[src/design/at_rft_pkg.sv]
// Package of the AT answer-line tokenizer: result record, codes and characters.
// Used by every module of the block; depends on nothing.
package at_rft_pkg;

    localparam int MAX_RESULTS = 3;
    localparam int QDEPTH      = 4;
    localparam int QIDX_W      = $clog2(QDEPTH);
    localparam int QCNT_W      = $clog2(QDEPTH + 1);

    localparam logic [7:0] CH_COMMA = 8'h2C;
    localparam logic [7:0] CH_SPACE = 8'h20;
    localparam logic [7:0] CH_QUOTE = 8'h22;

    localparam logic CFG_PREFIX_BYTES  = 1'b0;
    localparam logic CFG_PREFIX_LENGTH = 1'b1;

    typedef enum logic [1:0] {
        KIND_BYTE = 2'd0,
        KIND_END  = 2'd1,
        KIND_DONE = 2'd2
    } t_kind;

    typedef enum logic [2:0] {
        ST_OK          = 3'd0,
        ST_PREFIX      = 3'd1,
        ST_STRAY_QUOTE = 3'd2,
        ST_NO_COMMA    = 3'd3,
        ST_OPEN_QUOTE  = 3'd4
    } t_status;

    typedef struct packed {
        t_kind       kind;
        logic [7:0]  fbyte;
        logic [7:0]  fnum;
        logic        quoted;
        t_status     status;
        logic        last;
    } t_result;

    // Results caused by one byte, in order; only the first count are meaningful.
    typedef struct packed {
        logic [1:0]                      count;
        t_result [MAX_RESULTS-1:0]       slot;
    } t_bundle;

    function automatic t_result mk_result(t_kind kind, logic [7:0] fbyte, logic [7:0] fnum,
                                          logic quoted, t_status status);
        t_result r;
        r.kind   = kind;
        r.fbyte  = fbyte;
        r.fnum   = fnum;
        r.quoted = quoted;
        r.status = status;
        r.last   = 1'b0;
        return r;
    endfunction

endpackage

[src/design/at_rft_parse.sv]
// Phase machine of the tokenizer: line state registers and the per-byte decode.
// Depends on at_rft_pkg.
module at_rft_parse #(
    parameter int MAX_PREFIX = 8
) (
    input  logic                i_clk,
    input  logic                i_rst_n,
    input  logic                i_accept,
    input  logic [7:0]          i_input_byte,
    input  logic                i_end_of_line,
    input  logic [63:0]         i_prefix_bytes,
    input  logic [3:0]          i_prefix_length,
    output at_rft_pkg::t_bundle o_bundle
);

    localparam int PW = $clog2(MAX_PREFIX + 1);

    typedef enum logic [2:0] {
        PH_LEAD, PH_PREFIX, PH_SPACES, PH_FSTART,
        PH_UNQUOTED, PH_QUOTED, PH_AFTERQ, PH_ERROR
    } t_phase;

    t_phase              r_phase, n_phase;
    logic [PW-1:0]       r_pos, n_pos;
    logic [7:0]          r_field, n_field;
    at_rft_pkg::t_status r_err, n_err;
    logic                r_saw, n_saw;

    always_comb begin
        logic [3:0] len;
        logic [3:0] pos4;
        logic [7:0] pchar;
        logic [1:0] k;
        logic       ws;
        t_phase     ph;
        at_rft_pkg::t_bundle bnd;

        len   = (i_prefix_length > 4'(MAX_PREFIX)) ? 4'(MAX_PREFIX) : i_prefix_length;
        pos4  = 4'(r_pos);
        pchar = i_prefix_bytes[{pos4[2:0], 3'b000} +: 8];
        ws    = i_input_byte inside {at_rft_pkg::CH_SPACE, [8'd9:8'd13]};

        n_pos   = r_pos;
        n_field = r_field;
        n_err   = r_err;
        n_saw   = r_saw;
        bnd     = '0;
        k       = 2'd0;

        // Resolve the phase changes that pass the byte on without using it.
        ph = r_phase;
        if (ph == PH_LEAD && !ws) begin
            ph = (len == 4'd0) ? PH_SPACES : PH_PREFIX;
        end
        if (ph == PH_PREFIX && pos4 >= len) begin
            ph = PH_SPACES;
        end
        if (ph == PH_SPACES && i_input_byte != at_rft_pkg::CH_SPACE) begin
            ph = PH_FSTART;
        end

        case (ph)
            PH_PREFIX: begin
                if (i_input_byte != pchar) begin
                    n_err = at_rft_pkg::ST_PREFIX;
                    ph    = PH_ERROR;
                end else begin
                    n_pos = PW'(pos4 + 4'd1);
                    if (pos4 + 4'd1 >= len) begin
                        ph = PH_SPACES;
                    end
                end
            end
            PH_FSTART: begin
                n_saw = 1'b1;
                if (i_input_byte == at_rft_pkg::CH_COMMA) begin
                    bnd.slot[k] = at_rft_pkg::mk_result(at_rft_pkg::KIND_END, 8'd0, n_field,
                                                        1'b0, at_rft_pkg::ST_OK);
                    k = k + 2'd1;
                    if (n_field != 8'hFF) n_field = n_field + 8'd1;
                end else if (i_input_byte == at_rft_pkg::CH_QUOTE) begin
                    ph = PH_QUOTED;
                end else begin
                    bnd.slot[k] = at_rft_pkg::mk_result(at_rft_pkg::KIND_BYTE, i_input_byte,
                                                        n_field, 1'b0, at_rft_pkg::ST_OK);
                    k  = k + 2'd1;
                    ph = PH_UNQUOTED;
                end
            end
            PH_UNQUOTED: begin
                if (i_input_byte == at_rft_pkg::CH_COMMA) begin
                    bnd.slot[k] = at_rft_pkg::mk_result(at_rft_pkg::KIND_END, 8'd0, n_field,
                                                        1'b0, at_rft_pkg::ST_OK);
                    k  = k + 2'd1;
                    if (n_field != 8'hFF) n_field = n_field + 8'd1;
                    ph = PH_FSTART;
                end else if (i_input_byte == at_rft_pkg::CH_QUOTE) begin
                    n_err = at_rft_pkg::ST_STRAY_QUOTE;
                    ph    = PH_ERROR;
                end else begin
                    bnd.slot[k] = at_rft_pkg::mk_result(at_rft_pkg::KIND_BYTE, i_input_byte,
                                                        n_field, 1'b0, at_rft_pkg::ST_OK);
                    k = k + 2'd1;
                end
            end
            PH_QUOTED: begin
                if (i_input_byte == at_rft_pkg::CH_QUOTE) begin
                    ph = PH_AFTERQ;
                end else begin
                    bnd.slot[k] = at_rft_pkg::mk_result(at_rft_pkg::KIND_BYTE, i_input_byte,
                                                        n_field, 1'b1, at_rft_pkg::ST_OK);
                    k = k + 2'd1;
                end
            end
            PH_AFTERQ: begin
                if (i_input_byte == at_rft_pkg::CH_COMMA) begin
                    bnd.slot[k] = at_rft_pkg::mk_result(at_rft_pkg::KIND_END, 8'd0, n_field,
                                                        1'b1, at_rft_pkg::ST_OK);
                    k  = k + 2'd1;
                    if (n_field != 8'hFF) n_field = n_field + 8'd1;
                    ph = PH_FSTART;
                end else if (i_input_byte == at_rft_pkg::CH_QUOTE) begin
                    n_err = at_rft_pkg::ST_STRAY_QUOTE;
                    ph    = PH_ERROR;
                end else begin
                    n_err = at_rft_pkg::ST_NO_COMMA;
                    ph    = PH_ERROR;
                end
            end
            default: begin
            end
        endcase

        if (i_end_of_line) begin
            case (ph)
                PH_LEAD: begin
                    if (len != 4'd0) begin
                        n_err = at_rft_pkg::ST_PREFIX;
                        ph    = PH_ERROR;
                    end
                end
                PH_PREFIX: begin
                    if (4'(n_pos) < len) begin
                        n_err = at_rft_pkg::ST_PREFIX;
                        ph    = PH_ERROR;
                    end
                end
                PH_FSTART, PH_UNQUOTED, PH_AFTERQ: begin
                    if (ph != PH_FSTART || n_saw) begin
                        bnd.slot[k] = at_rft_pkg::mk_result(at_rft_pkg::KIND_END, 8'd0,
                                                            n_field, ph == PH_AFTERQ,
                                                            at_rft_pkg::ST_OK);
                        k = k + 2'd1;
                        if (n_field != 8'hFF) n_field = n_field + 8'd1;
                    end
                end
                PH_QUOTED: begin
                    n_err = at_rft_pkg::ST_OPEN_QUOTE;
                    ph    = PH_ERROR;
                end
                default: begin
                end
            endcase
            if (k != 2'd3) begin
                bnd.slot[k] = at_rft_pkg::mk_result(at_rft_pkg::KIND_DONE, 8'd0, n_field, 1'b0,
                                  (ph == PH_ERROR) ? n_err : at_rft_pkg::ST_OK);
                k = k + 2'd1;
            end
            // Every line starts afresh.
            ph      = PH_LEAD;
            n_pos   = '0;
            n_field = 8'd0;
            n_err   = at_rft_pkg::ST_OK;
            n_saw   = 1'b0;
        end

        if (k != 2'd0) begin
            bnd.slot[k - 2'd1].last = 1'b1;
        end
        bnd.count = k;
        n_phase   = ph;
        o_bundle  = bnd;
    end

    always_ff @(posedge i_clk) begin
        if (!i_rst_n) begin
            r_phase <= PH_LEAD;
            r_pos   <= '0;
            r_field <= 8'd0;
            r_err   <= at_rft_pkg::ST_OK;
            r_saw   <= 1'b0;
        end else if (i_accept) begin
            r_phase <= n_phase;
            r_pos   <= n_pos;
            r_field <= n_field;
            r_err   <= n_err;
            r_saw   <= n_saw;
        end
    end

endmodule

[src/design/at_rft_outq.sv]
// Result queue of the tokenizer: holds the results of accepted bytes until taken.
// Depends on at_rft_pkg.
module at_rft_outq (
    input  logic                i_clk,
    input  logic                i_rst_n,
    input  logic                i_push,
    input  at_rft_pkg::t_bundle i_bundle,
    output logic                o_space,
    output logic                o_valid,
    input  logic                i_ready,
    output at_rft_pkg::t_result o_head
);

    localparam int QD = at_rft_pkg::QDEPTH;
    localparam int CW = at_rft_pkg::QCNT_W;
    localparam int IW = at_rft_pkg::QIDX_W;

    at_rft_pkg::t_result r_q [QD];
    at_rft_pkg::t_result n_q [QD];
    logic [CW-1:0]       r_count, n_count;

    assign o_valid = (r_count != '0);
    assign o_head  = r_q[0];
    // Room for the most results one byte can cause.
    assign o_space = (r_count <= CW'(QD - at_rft_pkg::MAX_RESULTS));

    always_comb begin
        logic          pop;
        logic [CW-1:0] base;
        pop  = o_valid && i_ready;
        base = r_count - CW'(pop);
        for (int i = 0; i < QD; i++) begin
            n_q[i] = r_q[i];
        end
        if (pop) begin
            for (int i = 0; i < QD - 1; i++) begin
                n_q[i] = r_q[i + 1];
            end
        end
        for (int j = 0; j < at_rft_pkg::MAX_RESULTS; j++) begin
            if (i_push && j < int'(i_bundle.count)) begin
                n_q[IW'(base + CW'(j))] = i_bundle.slot[j];
            end
        end
        n_count = base + (i_push ? CW'(i_bundle.count) : CW'(0));
    end

    always_ff @(posedge i_clk) begin
        for (int i = 0; i < QD; i++) begin
            r_q[i] <= n_q[i];
        end
    end

    always_ff @(posedge i_clk) begin
        if (!i_rst_n) begin
            r_count <= '0;
        end else begin
            r_count <= n_count;
        end
    end

endmodule

[src/design/at_response_field_tokenizer.sv]
// AT answer-line field tokenizer. Bytes of a modem answer line arrive on the input
// channel, the last one flagged by i_end_of_line. The block skips leading whitespace,
// matches the configured command prefix, skips the spaces after it and splits the
// rest at commas into unquoted or quoted fields. Each input byte causes zero to three
// results: field content bytes, field ends and, on the last byte, one line-done result
// whose status is ok, prefix mismatch, stray quote, missing comma after a closing
// quote or unterminated quote; the consumer should drop any line that is not ok.
// Timing: a byte is decoded in the cycle of its transfer and its results are visible
// from the next cycle. One byte can be taken every cycle while the four-entry result
// queue holds at most one result; the output port delivers one result per cycle while
// ready, so a line whose bytes cause several results each is paced by the result side.
// The configuration port is always ready; write it only while no line is in progress.
// Depends on at_rft_pkg, at_rft_parse and at_rft_outq.
module at_response_field_tokenizer #(
    parameter int MAX_PREFIX = 8
) (
    input  logic        i_clk,
    input  logic        i_rst_n,
    // configuration writes
    input  logic        i_cfg_valid,
    output logic        o_cfg_ready,
    input  logic        i_cfg_index,
    input  logic [63:0] i_cfg_data,
    // input bytes
    input  logic        i_in_valid,
    output logic        o_in_ready,
    input  logic [7:0]  i_input_byte,
    input  logic        i_end_of_line,
    // results
    output logic        o_out_valid,
    input  logic        i_out_ready,
    output logic [1:0]  o_result_kind,
    output logic [7:0]  o_field_byte,
    output logic [7:0]  o_field_number,
    output logic        o_field_quoted,
    output logic [2:0]  o_line_status,
    output logic        o_last_of_run
);

    logic [63:0]         r_prefix_bytes;
    logic [3:0]          r_prefix_length;
    logic                accept;
    at_rft_pkg::t_bundle bundle;
    at_rft_pkg::t_result head;

    // Configuration registers. A write to prefix_length keeps only its low four bits;
    // lengths beyond MAX_PREFIX are clamped by the phase machine.
    assign o_cfg_ready = 1'b1;

    always_ff @(posedge i_clk) begin
        if (!i_rst_n) begin
            r_prefix_bytes  <= 64'd0;
            r_prefix_length <= 4'd0;
        end else if (i_cfg_valid) begin
            case (i_cfg_index)
                at_rft_pkg::CFG_PREFIX_BYTES:  r_prefix_bytes  <= i_cfg_data;
                at_rft_pkg::CFG_PREFIX_LENGTH: r_prefix_length <= i_cfg_data[3:0];
                default: begin
                end
            endcase
        end
    end

    // A byte is taken whenever the queue has room for everything it could cause.
    assign accept = i_in_valid && o_in_ready;

    at_rft_parse #(
        .MAX_PREFIX(MAX_PREFIX)
    ) u_parse (
        .i_clk          (i_clk),
        .i_rst_n        (i_rst_n),
        .i_accept       (accept),
        .i_input_byte   (i_input_byte),
        .i_end_of_line  (i_end_of_line),
        .i_prefix_bytes (r_prefix_bytes),
        .i_prefix_length(r_prefix_length),
        .o_bundle       (bundle)
    );

    at_rft_outq u_outq (
        .i_clk   (i_clk),
        .i_rst_n (i_rst_n),
        .i_push  (accept),
        .i_bundle(bundle),
        .o_space (o_in_ready),
        .o_valid (o_out_valid),
        .i_ready (i_out_ready),
        .o_head  (head)
    );

    // Each result transfer presents the head of the queue field by field.
    assign o_result_kind  = head.kind;
    assign o_field_byte   = head.fbyte;
    assign o_field_number = head.fnum;
    assign o_field_quoted = head.quoted;
    assign o_line_status  = head.status;
    assign o_last_of_run  = head.last;

endmodule

[config.mk]
export PLATFORM = sky130hd
export DESIGN_NAME = at_response_field_tokenizer
export DESIGN_NICKNAME = d
export VERILOG_FILES = /design/src/design/at_rft_pkg.sv /design/src/design/at_rft_parse.sv /design/src/design/at_rft_outq.sv /design/src/design/at_response_field_tokenizer.sv
export SDC_FILE = /design/constraint.sdc
export NUM_CORES = 1
export LEC_CHECK = 0
export BUFFER_PORTS_ARGS = -buffer_cell sky130_fd_sc_hd__buf_2
export CAP_MARGIN = 10
export CORE_ASPECT_RATIO = 1.2
export CORE_UTILIZATION = 50
export DETAILED_ROUTE_END_ITERATION = 12
export GPL_TIMING_DRIVEN = 1
export PLACE_DENSITY = 0.68
export SYNTH_ARGS = -nofsm -noshare
export SYNTH_HDL_FRONTEND = slang
export SYNTH_SLANG_ARGS = --single-unit
[constraint.sdc]
create_clock -name i_clk -period 5.76 [get_ports i_clk]
set_input_delay 0.288 -clock i_clk [delete_from_list [all_inputs] [get_ports i_clk]]
set_output_delay 0.288 -clock i_clk [all_outputs]
set_load 0.02 [all_outputs]
# Word-level counts from Yosys, hierarchy flattened

Memories as Yosys holds them, arrays and structs flattened.
Cells that the tools add are included.

Equality and inequality tests: 22
Add/sub/neg operators: 10
$mul: 0
Reduce and logical (&&, ||, !) cells: 29
Multiplexer cells: 87
Bitwise gates (word level): 4
Div/mod/pow operators: 0
$lt $le $gt $ge: 22
Shifts and indexed selects: 1

Operators with widths:

| cell                  | count |
|---|---|
| $mux W69              | 7 |
| $bwmux W92            | 3 |
| $demux W23 S2         | 6 |
| $mux W92              | 3 |
| $bwmux W69            | 3 |
| $mux W23              | 6 |
| $mux W3               | 23 |
| $pmux W23 S3          | 1 |
| $mux W8               | 8 |
| $shiftx A64 B7 Y8     | 1 |
| $mux W21              | 2 |
| $pmux W3 S3           | 3 |
| $eq A8 B6 Y1 const B  | 3 |
| $mux W22              | 1 |
| $eq A3 B3 Y1 const B  | 7 |
| $add A8 B1 Y8 const B | 2 |
| $mux W2               | 8 |
| $mux W4               | 4 |
| $ne A8 B8 Y1 const B  | 2 |
| $logic_and A1 B1 Y1   | 15 |
| $pmux W3 S5           | 1 |
| $eq A3 B1 Y1 const B  | 3 |
| $eq A3 B2 Y1 const B  | 3 |
| $ge A3 B3 Y1 const B  | 3 |
| 35 further kinds      | 57 |

Register bits after elaboration: 90
Word-level logic and storage cells: 184
Memories: 1
RAM bits: 92
Bits in read-only memories: 0
Output and inout port bits: 26
Latch bits: 0
Input bits: 79

Memory list:

| memory     | words | bits a word | read ports | clocked after memory_dff | write ports | line              | source |
|---|---|---|---|---|---|---|---|
| u_outq.r_q | 4     | 23          | 4          | 0                        | 4           | at_rft_outq.sv:18 | `at_rft_pkg::t_result r_q [QD];` |

# Depth between registers and ports, before layout

Depth after elaboration: 36
Mapped depth: 21
Depth with buffers taken out: 18

# By module

A second synthesis with hierarchy kept.

Cells, all modules: 1628
Area, all modules: 13280.2 um^2

By module, submodules not included:

| module                      | area an instance (um^2) | times used | seq. area each (um^2) | cells each |
|---|---|---|---|---|
| at_rft_outq                 | 6603.8                  | 1          | 1901.8                | 819 |
| at_rft_parse                | 3851.2                  | 1          | 380.4                 | 513 |
| at_response_field_tokenizer | 2825.2                  | 1          | 1361.3                | 296 |

# Worst setup path after synthesis

OpenSTA, ideal clock, no wires.

Path kind: register to register
From: register u_parse.r_pos[0]
To: memory u_outq.r_q[2][1] in the netlist's numbering
Data required time: 5672 ps
Path buffers: 3
Cell stages (with the launch flop): 21
Arrival time: 4287 ps
Clock period less this slack: 4376 ps
Setup time: 88 ps
Setup slack: 1384 ps
Cells stage by stage: dfxtp_1 buf_4 buf_6 inv_1 ha_1 nand2b_1 a211oi_1 o21ai_0 nand3b_1 or3_1 clkbuf_1 mux2_2 ha_1 nor3_1 nand3_1 mux2i_1 o211ai_1 a32oi_1 and3_1 nor2_1 a311oi_2

RTL lines:

| element                | line                | source |
|---|---|---|
| from (decl)            | at_rft_parse.sv:24  | `logic [PW-1:0] r_pos, n_pos;` |
| from (signal assigned) | at_rft_parse.sv:194 | `r_pos <= n_pos;` |
| to (decl)              | at_rft_outq.sv:18   |  |

==> metrics.txt <==
Inserted Clock Buffers 17; Fillers approximately 2000; RSZ-0062 raised after global routing no; Die Y 164 um; register-to-register setup slack 680 ps; dpl hpwl 23500 um; fmax 0.197 GHz; Worst Clk Skew approximately 15 ps; measured slew at the worst slew-check pin between 1000 and 1500 ps; Yosys top cell by area dfxtp_1; top-area cell type share of the netlist area 33.3%; Worst Path Required 6120 ps; most common cell after layout, fill and taps aside nand2_1; fin crit period 5080 ps; max_slew headroom 31.7%; maximum root-to-sink buffer count 2; max cap viols 0; Routed Wire Length roughly 34000 um; drt pass-1 iters 5; Root Driver clkbuf_16; Async SR Flop Fraction 0%; Hold Crit Depth 3; Final setup viols 0; Warnings, synthesis 0; first-pass GRT wire length 53000 um; post-CTS setup buffers 0; hold_buf cts 0; CTS tree yes; area of the mapped netlist around 11000 um2; DR vias/cell slightly above 6; Synth Register Bits 182; Leak 4.62 nW; complex-gate fraction of the synthesized area approximately 26%; largest net degree at the start of global routing 91; Synth Area in Simple Gates a little over a quarter; num rows 58; Area Overhead vs Synth 11.3%; status finished, final reports clean; clock sinks 182; commonest register cell after synthesis dfxtp_1; DRC Markers 0; DIE AREA 22500 um2; port bufs 103; global-route usage over all layers 30.3%; clk_lat worst skew 450 ps; mux share of post-synthesis cell area 5.15%; Tot Pwr 5.10 mW; Antenna Violating Nets Remaining 0; Area contributors post-synth dfxtp_1 (33%), nand2_1 (12%), a21boi_0 (4.7%), a21oi_1 (3.1%), nand3_1 (2.9%); initial antenna violation count 1; Syn Nets approximately 1500; IO Count 105; share of cells above drive strength 1 15.1%; Setup CP Type register to register; DP Worst Slack 774 ps; initial core utilization 51.7%; Post-Synth Adder-Cell Area 2.24%; Avg Cell Area, Syn just under 8 um2; Wirelength per Cell 19.2 um; Post-Syn Instances between 1000 and 1500; Post-Synth XOR/XNOR Area 1.60%; Reg clk slew, reported paths 80 ps; grt total ovfl 0; worst hold path type primary input to register; final hold vios 0; H-tree lvl count 4; Reg2Reg Depth 15; Setup TNS 0 ps; fin. max-slew vios 0; number of synthesized flops with an enable pin 0; vias in the first global route just under 10000; maximum vdd ir drop 0.268 mV; post-synthesis sequential area ratio 33.3%; PD cells 418 nW/um2; Die Wd about 140 um; via count ~11000; CTS resizes 0; # nets final 1566; largest family of logic cells by synthesized area simple AND/OR/NAND/NOR gates; final core utilization 57.5%; library cells used by synthesis 93; gpl congestion between 0.9 and 1; CP endpoint kind register; fin crit share between 80% and 90%; PnR worst setup slack roughly 680 ps; 1st-iter DRT viols 946; ANT cells 0; crit path DAT approximately 5400 ps; CP Launch Type register; Core ar. 21200 um2; CP max FO 20; most frequent cells in the layout nand2_1 (337), dfxtp_1 (182), buf_2 (103)
## metal layers
| layer | GRT usage (%) | up-vias | wire (um) |
|---|---|---|---|
| met5 | 0 | - | 0 |
| met3 | 3.86 | 69 | 1850 |
| met4 | 10.9 | 0 | 803 |
| met2 | 49.8 | 392 | 15900 |
| li1 | - | 5182 | - |
| met1 | 40.5 | 5040 | 15000 |
## state kept, by name (all words and copies together), names as in the netlist
signal,cells
u_parse.r_saw,1
u_parse.r_pos,4
u_parse.r_phase,3
u_parse.r_err,3
r_prefix_length,4
u_outq.r_count,3
u_parse.r_field,8
r_prefix_bytes,64
u_outq.r_q,92
## power by group
part           switching, mW  internal (mW)
Combinational           1.38          0.786
Sequential             0.159           1.57
Clock                  0.607          0.601
## synthesized netlist by cell type (all sizes together) (4+ instances only)
cell type and number:
nand2 338, dfxtp 182, nor2 85, clkbuf 73, a21boi 71, a21oi 68, nand3 64, o21ai 58
buf 34, o211ai 34, and3 31, a211oi 30, nor3 29, a22oi 26, mux2i 26, inv 21
nor2b 19, ha 18, and2 15, a31oi 12, nand4 12, xor2 12, nand2b 11, mux4 10
nor4 9, or3 8, xnor2 8, mux2 7, o21a 7, o31ai 7, a311oi 6, o2111ai 6
o31a 6, a211o 5, o221ai 5, a21o 4, a2bb2oi 4, o22ai 4, or4 4
## critical path, cell delays in order (launching register included)
cell	delay, ps
dfxtp_1	930
mux4_2	600
mux2i_1	180
xor2_1	200
o2111ai_2	200
or3_1	560
mux2_2	340
ha_1	200
nor3_1	280
nand3_1	110
mux2i_1	330
o211ai_1	180
a32oi_1	290
o211a_1	260
nor2_1	70
a311oi_2	240
## per-stage QoR
stage / cells / cell area, um2 / hold slack [ps]
2_1_floorplan: 1424 / 10900 / 433
3_3_place_gp: 1718 / 11600 / 443
3_5_place_dp: 1718 / 11600 / 448
4_1_cts: 1750 / 12200 / 70.6
5_1_grt: 1751 / 12200 / 79.7
6_report: 1751 / 12200 / 74.6
## kinds of logic (layout without fill, tap and decap cells)
group	count (synthesis)	in the layout
simple gates	642	642
buf+inv	130	187
flops	182	182
compound gates	387	387
xor+xnor	20	20
other cells	1	1
mux	43	43
fa+ha+maj	19	19
## path summary, 6_finish.rpt
check | from | end
hold / removal | i_cfg_data[49] | r_prefix_bytes[49]
hold reg to reg | u_outq.r_q[3][14] | u_outq.r_q[3][14]
setup / recovery | u_parse.r_pos[1] | u_outq.r_q[2][2]
setup reg to reg | u_parse.r_pos[1] | u_outq.r_q[2][2]
## final cells by class
class / count / area [um2] / area share (%)
clock buffers: 18 / 439 / 3.60
clock inverters: 14 / 173 / 1.42
inverters: 23 / 86.3 / 0.708
multi-input cells: 1112 / 6760 / 55.5
flip-flops and latches: 182 / 3640 / 29.9
well taps: 270 / 338 / 2.77
repair buffers: 132 / 749 / 6.15
Note: power is estimated with default switching activity, not from simulation.
